$ cat config.mk
export PLATFORM = sky130hd
export DESIGN_NAME = actr_key_store
export DESIGN_NICKNAME = d
export VERILOG_FILES = /design/src/sv/actr_pkg.sv /design/src/sv/actr_key_store.sv
export SDC_FILE = /design/constraint.sdc
export NUM_CORES = 2
export LEC_CHECK = 0
export BUFFER_PORTS_ARGS = -buffer_cell sky130_fd_sc_hd__buf_2
export CAP_MARGIN = 20
export CORE_UTILIZATION = 60
export DETAILED_ROUTE_END_ITERATION = 10
export PLACE_DENSITY = 0.78
export SLEW_MARGIN = 30
export SYNTH_ARGS = -nofsm -noshare
export SYNTH_HDL_FRONTEND = slang
export SYNTH_SLANG_ARGS = --single-unit
$ cat constraint.sdc
create_clock -name clk -period 25.9 [get_ports clk]
set_clock_uncertainty 0.1 [all_clocks]
set_input_delay 5.18 -clock clk [delete_from_list [all_inputs] [get_ports clk]]
set_output_delay 5.18 -clock clk [all_outputs]
set_load 0.005 [all_outputs]
$ cat src/sv/actr_pkg.sv
package actr_pkg;

  localparam int RoundCount = 14;
  localparam int WordW      = 64;
  localparam int BlockW     = 128;
  localparam int CountW     = 5;
  localparam int IndexW     = 3;
  localparam int KeyWords   = 8;

  typedef enum logic [IndexW-1:0] {
    REG_KEY0  = 3'd0,
    REG_KEY1  = 3'd1,
    REG_KEY2  = 3'd2,
    REG_KEY3  = 3'd3,
    REG_NONCE = 3'd4,
    REG_START = 3'd5
  } reg_index_t;

  typedef struct packed {
    logic busy;
    logic done;
  } core_status_t;

  localparam logic [7:0] Rcon [8] = '{
    8'h00, 8'h01, 8'h02, 8'h04, 8'h08, 8'h10, 8'h20, 8'h40
  };

  localparam logic [7:0] Sbox [256] = '{
    8'h63,8'h7c,8'h77,8'h7b,8'hf2,8'h6b,8'h6f,8'hc5,8'h30,8'h01,8'h67,8'h2b,8'hfe,8'hd7,8'hab,8'h76,
    8'hca,8'h82,8'hc9,8'h7d,8'hfa,8'h59,8'h47,8'hf0,8'had,8'hd4,8'ha2,8'haf,8'h9c,8'ha4,8'h72,8'hc0,
    8'hb7,8'hfd,8'h93,8'h26,8'h36,8'h3f,8'hf7,8'hcc,8'h34,8'ha5,8'he5,8'hf1,8'h71,8'hd8,8'h31,8'h15,
    8'h04,8'hc7,8'h23,8'hc3,8'h18,8'h96,8'h05,8'h9a,8'h07,8'h12,8'h80,8'he2,8'heb,8'h27,8'hb2,8'h75,
    8'h09,8'h83,8'h2c,8'h1a,8'h1b,8'h6e,8'h5a,8'ha0,8'h52,8'h3b,8'hd6,8'hb3,8'h29,8'he3,8'h2f,8'h84,
    8'h53,8'hd1,8'h00,8'hed,8'h20,8'hfc,8'hb1,8'h5b,8'h6a,8'hcb,8'hbe,8'h39,8'h4a,8'h4c,8'h58,8'hcf,
    8'hd0,8'hef,8'haa,8'hfb,8'h43,8'h4d,8'h33,8'h85,8'h45,8'hf9,8'h02,8'h7f,8'h50,8'h3c,8'h9f,8'ha8,
    8'h51,8'ha3,8'h40,8'h8f,8'h92,8'h9d,8'h38,8'hf5,8'hbc,8'hb6,8'hda,8'h21,8'h10,8'hff,8'hf3,8'hd2,
    8'hcd,8'h0c,8'h13,8'hec,8'h5f,8'h97,8'h44,8'h17,8'hc4,8'ha7,8'h7e,8'h3d,8'h64,8'h5d,8'h19,8'h73,
    8'h60,8'h81,8'h4f,8'hdc,8'h22,8'h2a,8'h90,8'h88,8'h46,8'hee,8'hb8,8'h14,8'hde,8'h5e,8'h0b,8'hdb,
    8'he0,8'h32,8'h3a,8'h0a,8'h49,8'h06,8'h24,8'h5c,8'hc2,8'hd3,8'hac,8'h62,8'h91,8'h95,8'he4,8'h79,
    8'he7,8'hc8,8'h37,8'h6d,8'h8d,8'hd5,8'h4e,8'ha9,8'h6c,8'h56,8'hf4,8'hea,8'h65,8'h7a,8'hae,8'h08,
    8'hba,8'h78,8'h25,8'h2e,8'h1c,8'ha6,8'hb4,8'hc6,8'he8,8'hdd,8'h74,8'h1f,8'h4b,8'hbd,8'h8b,8'h8a,
    8'h70,8'h3e,8'hb5,8'h66,8'h48,8'h03,8'hf6,8'h0e,8'h61,8'h35,8'h57,8'hb9,8'h86,8'hc1,8'h1d,8'h9e,
    8'he1,8'hf8,8'h98,8'h11,8'h69,8'hd9,8'h8e,8'h94,8'h9b,8'h1e,8'h87,8'he9,8'hce,8'h55,8'h28,8'hdf,
    8'h8c,8'ha1,8'h89,8'h0d,8'hbf,8'he6,8'h42,8'h68,8'h41,8'h99,8'h2d,8'h0f,8'hb0,8'h54,8'hbb,8'h16
  };

  function automatic logic [7:0] sub_byte(input logic [7:0] x);
    return Sbox[x];
  endfunction

  function automatic logic [31:0] subst_bytes32(input logic [31:0] w);
    return {sub_byte(w[31:24]), sub_byte(w[23:16]), sub_byte(w[15:8]), sub_byte(w[7:0])};
  endfunction

  function automatic logic [7:0] xtime(input logic [7:0] v);
    return {v[6:0], 1'b0} ^ (v[7] ? 8'h1b : 8'h00);
  endfunction

  // One cipher round without the key addition; the last round skips column mixing
  function automatic logic [BlockW-1:0] aes_round(input logic [BlockW-1:0] s, input logic last);
    logic [7:0] b [16];
    logic [7:0] t [16];
    logic [7:0] a0, a1, a2, a3, all;
    logic [BlockW-1:0] r;
    for (int k = 0; k < 16; k++) begin
      b[k] = s[BlockW-1-8*k -: 8];
    end
    for (int c = 0; c < 4; c++) begin
      for (int j = 0; j < 4; j++) begin
        t[4*c+j] = sub_byte(b[4*((c+j)%4)+j]);
      end
    end
    if (!last) begin
      for (int c = 0; c < 4; c++) begin
        a0 = t[4*c];
        a1 = t[4*c+1];
        a2 = t[4*c+2];
        a3 = t[4*c+3];
        all = a0 ^ a1 ^ a2 ^ a3;
        t[4*c]   = a0 ^ all ^ xtime(a0 ^ a1);
        t[4*c+1] = a1 ^ all ^ xtime(a1 ^ a2);
        t[4*c+2] = a2 ^ all ^ xtime(a2 ^ a3);
        t[4*c+3] = a3 ^ all ^ xtime(a3 ^ a0);
      end
    end
    for (int k = 0; k < 16; k++) begin
      r[BlockW-1-8*k -: 8] = t[k];
    end
    return r;
  endfunction

endpackage

$ cat src/sv/actr_key_store.sv
module actr_key_store #(
  parameter int ROUND_COUNT = actr_pkg::RoundCount
) (
  input  logic                              clk,
  input  logic                              rst,
  input  logic                              restart,
  input  logic [7:0][31:0]                  key,
  input  logic [$clog2(ROUND_COUNT+1)-1:0]  rd_row,
  output logic [actr_pkg::BlockW-1:0]       rd_key,
  output logic                              busy
);
  import actr_pkg::*;

  localparam int Rows   = ROUND_COUNT + 1;
  localparam int Words  = 4 * Rows;
  localparam int RowW   = $clog2(Rows);
  localparam int IdxW   = $clog2(Words);
  localparam logic [IdxW-1:0] LastIdx = IdxW'(Words - 1);

  logic [3:0][31:0] rk_mem [Rows];
  logic [31:0]      win [KeyWords];
  logic [IdxW-1:0]  idx;
  logic [31:0]      tmp;
  logic [31:0]      word;

  // Derive the next round-key word from the sliding window
  always_comb begin
    tmp = win[KeyWords-1];
    if (idx[2:0] == 3'd0) begin
      tmp = subst_bytes32({tmp[23:0], tmp[31:24]}) ^ {Rcon[3'(idx >> 3)], 24'h0};
    end else if (idx[2:0] == 3'd4) begin
      tmp = subst_bytes32(tmp);
    end
    word = (idx < IdxW'(KeyWords)) ? key[~idx[2:0]] : (win[0] ^ tmp);
  end

  // Sweep the expansion one word per cycle; restart on reset or key write
  always_ff @(posedge clk) begin
    if (rst || restart) begin
      busy <= 1'b1;
      idx  <= '0;
    end else if (busy) begin
      idx <= idx + 1'b1;
      if (idx == LastIdx) begin
        busy <= 1'b0;
      end
    end
  end

  // Advance the window and write the memory
  always_ff @(posedge clk) begin
    if (busy && !restart) begin
      for (int k = 0; k < KeyWords - 1; k++) begin
        win[k] <= win[k+1];
      end
      win[KeyWords-1] <= word;
      rk_mem[RowW'(idx >> 2)][~idx[1:0]] <= word;
    end
  end

  // Registered read of one round key row
  always_ff @(posedge clk) begin
    rd_key <= rk_mem[rd_row];
  end

endmodule

==> results.md <==
* Clock root cell: clkbuf_16
* Final Instance Count excl. Fillers at about 8,700
* Worst r2r src: win[1][105]$_DFFE_PP_
* Number of synthesized flops with an enable pin at between 2,000 and 2,500
* # hold bufs at CTS at 0
* CTS Sinks at 2,311
* Vias in the first global route at 60,800
* Clk slew on worst S/H paths at ~0.07 ns
* Post-synthesis sequential area ratio at between 60% and 70%
* CP arrival at 8.62 ns
* Worst R2R Path Depth at 13
* DR vias/cell at 7.13
* HPWL after DPL at roughly 160,000 µm
* Synthesized area at between 100,000 and 150,000 µm²
* Ports at 392
* Drt drc at 32
* Synth unique cells at 98
* Least-Margin Pin Slew at 1.06 ns
* R2r endpoint: rk_mem[4][107]$_DFFE_PP_
* CP bufs+invs at 4
* Overall Power at approximately 8.3 mW
* Die area at roughly 170,000 µm²
* Synth area leader: edfxtp_1
* Die height at between 400 and 500 µm
* First-pass GRT wire length at ~420,000 µm
* Initial Utilization at around 61%
* Hold crit path type: reg2reg
* Post-synth top cells: edfxtp_1, mux4_2, nand2_1, o21ai_0, clkbuf_1
* Final period utilization at 30.9%
* Die W at approximately 400 µm
* Most Frequent Cell on Critical Path: mux4_2
* Most area-consuming cells after synthesis: edfxtp_1, mux4_2, dfxtp_1, o21ai_0, mux2i_1
* Area of the multi-input gates at 30,500 µm²
* Post_cts resized at 0
* GRT Util Overall at 34.8%
* Worst-path maximum fanout at 48
* Failing checks: DRC
* DRT antenna net count at 0
* 1st-iter DRT viols at 10,200
* R2R setup slack at 19.32 ns
* Sw Share at 24.3%
* Crit path launch type: input pin
* Cell breakdown of the critical path: buf_8 > buf_16 > buf_6 > buf_4 > mux4_2 > mux4_2
* Initial antenna violation count at 13
* Gr ovfl total at 0
* Worst-skew pair later-pin latency at ~0.86 ns
* Final setup violation count at 0
* Worst Path Required at about 27 ns
* TritonRoute pass-1 iters at 9
* WP depth at 6
* Kind of critical path: in2reg
* Routability cong. at 1.03
* Num CTS Buffers at 210
* Number of fill cells at between 10,000 and 15,000
* Top-area cell type share of the netlist area at roughly two thirds
* Synth Instances at approximately 6,000
* Critical Path End Type: flop
* Total of max-cap violations at 0
* Leakage at between 30 and 40 nW
* Max IR drop VDD at around 0.000074 V
* Top Family by Delay on Critical Path: buffers and inverters
* P&R area growth vs syn at 12.2%
* Layout cell share with drive strength beyond 1 at between 20% and 30%
* Setup TNS at 0 ns
* Async set or reset register ratio after synthesis at 0%
* Fmax at about 120 MHz
* # Post-CTS Setup Buffers at 0
* Hold_ws at 0.310 ns
* Worst Slack Setup Final at 17.89 ns
* Period minus WS final at 8.01 ns
* Syn avg cell area at roughly 17 µm²
* Placement Rows at ~150
* Critical Path Start: rd_row[0]
* Pin count of the biggest net entering global routing at about 190
* Sequential cell area at 68,100 µm²
* Vias at roughly 62,000
* Clk network pwr share at between 30% and 40%
* Top_reg_cell synth: edfxtp_1
* WL final at roughly 290,000 µm
* Final net count at approximately 6,600
* Crit-path slowest cell: buf_4
* Number of synthesized register bits at 2,311
* RSZ-0062 raised after global routing: false
* Sequential Power Share at approximately half
* DP Worst Slack at around 17 ns
* Drt wl/cell at 33.8 µm
* Max Root-Sink Buffers at 3
* Psw at between 2 and 2.5 mW
* Pwr/cell area at around 74 nW/µm²
* Fin. Hold Viols at 0
* Yosys warning total at 0
* # port buffers at a little under 400
* Logic gate share of total power at ~11%
* Core Box Area at between 150,000 and 200,000 µm²
* Cell Int Power at between 6 and 7 mW
* Worst Setup EP: rd_key[98]$_DFF_P_
* Crit-path max cell delay at roughly 0.85 ns
* Syn_nets at about 6,300
* Slew HR at between 20% and 30%
* H-tree levels at 4
* Final Max Slew Viols at 0
* TritonCTS clock tree: yes
* Status: complete, but fails checks
* Count leader, synth: edfxtp_1
* Placed cells at between 8,000 and 9,000
[flip-flops by register name, summed over array words and instances (netlist names)]
signal and flops:
busy 1, idx 6, rd_key 128, rk_mem 1920
win 256
[through the flow]
stage	area, µm²	utilization, %
2_1_floorplan	100000	-
3_5_place_dp	105000	63.5
5_1_grt	112000	67.9
6_report	112000	67.9
3_3_place_gp	105000	63.4
4_1_cts	112000	67.8
[power by group through the flow]
| stage | combinational, mW | sequential (mW) | clock [mW] |
|---|---|---|---|
| 6_report | 0.919 | 4.23 | 3.18 |
| 5_1_grt | 0.961 | 4.23 | 3.34 |
| 4_1_cts | 0.893 | 4.23 | 3.20 |
| 3_5_place_dp | 0.884 | 4.31 | 0 |
| 3_3_place_gp | 0.871 | 4.31 | 0 |
| 2_1_floorplan | 0.557 | 4.31 | 0 |
[cells by family after synthesis]
group	share of synthesized area (%)
buf+inv	2.32
xor+xnor	0.333
simple gates	5.65
compound gates	7.32
fa+ha+maj	0.800
mux	15.6
flops	68.0
[how the worst min path moves through the flow]
stage                         start               endpoint  slack, ns  depth (start not counted)
3_5_place_dp   win[1][10]$_DFFE_PP_  win[0][106]$_DFFE_PP_       0.30                          0
6_report       win[1][40]$_DFFE_PP_    win[1][8]$_DFFE_PP_       0.31                          0
4_1_cts        win[1][40]$_DFFE_PP_    win[1][8]$_DFFE_PP_       0.31                          0
5_1_grt         win[1][4]$_DFFE_PP_  win[0][100]$_DFFE_PP_       0.32                          0
3_3_place_gp   win[1][93]$_DFFE_PP_   win[1][61]$_DFFE_PP_       0.30                          0
2_1_floorplan  win[0][32]$_DFFE_PP_    win[0][0]$_DFFE_PP_       0.30                          0
[per-layer routing]
layer | global-route usage [%] | share of wire (%)
met1 | 46.5 | 36
met2 | 56.2 | 49
met3 | 6.84 | 11
met4 | 14.5 | 4.6
met5 | 0 | 0.017
[layout make-up]
class,instances,area share [%]
clock inverters,114,1.19
flip-flops and latches,2311,60.6
clock buffers,286,5.17
multi-input cells,3152,27.2
diodes,1,0.00223
repair buffers,580,3.23
well taps,2189,2.44
inverters,51,0.171
[cells in the final DEF, fill, tap and decap left out, types with 47 or more instances in the layout]
cell type  Yosys  final
nand2_1      405    402
mux4_2       622    622
nor2b_1       79     78
o211ai_1      48     48
clkbuf_1     254     52
nor2_1       226    182
ha_1          64     64
nand2b_1     102    102
nand3_1       83     83
buf_2        120    387
dfxtp_1      135    132
clkbuf_16      0    212
a211oi_1      53     52
a21oi_1      192    179
mux2i_1      153    153
edfxtp_1    2176   2176
nor3_1        99     82
buf_4         16    169
o21ai_0      317    316
a31oi_1       50     47
(Power assumes the default switching activity.)
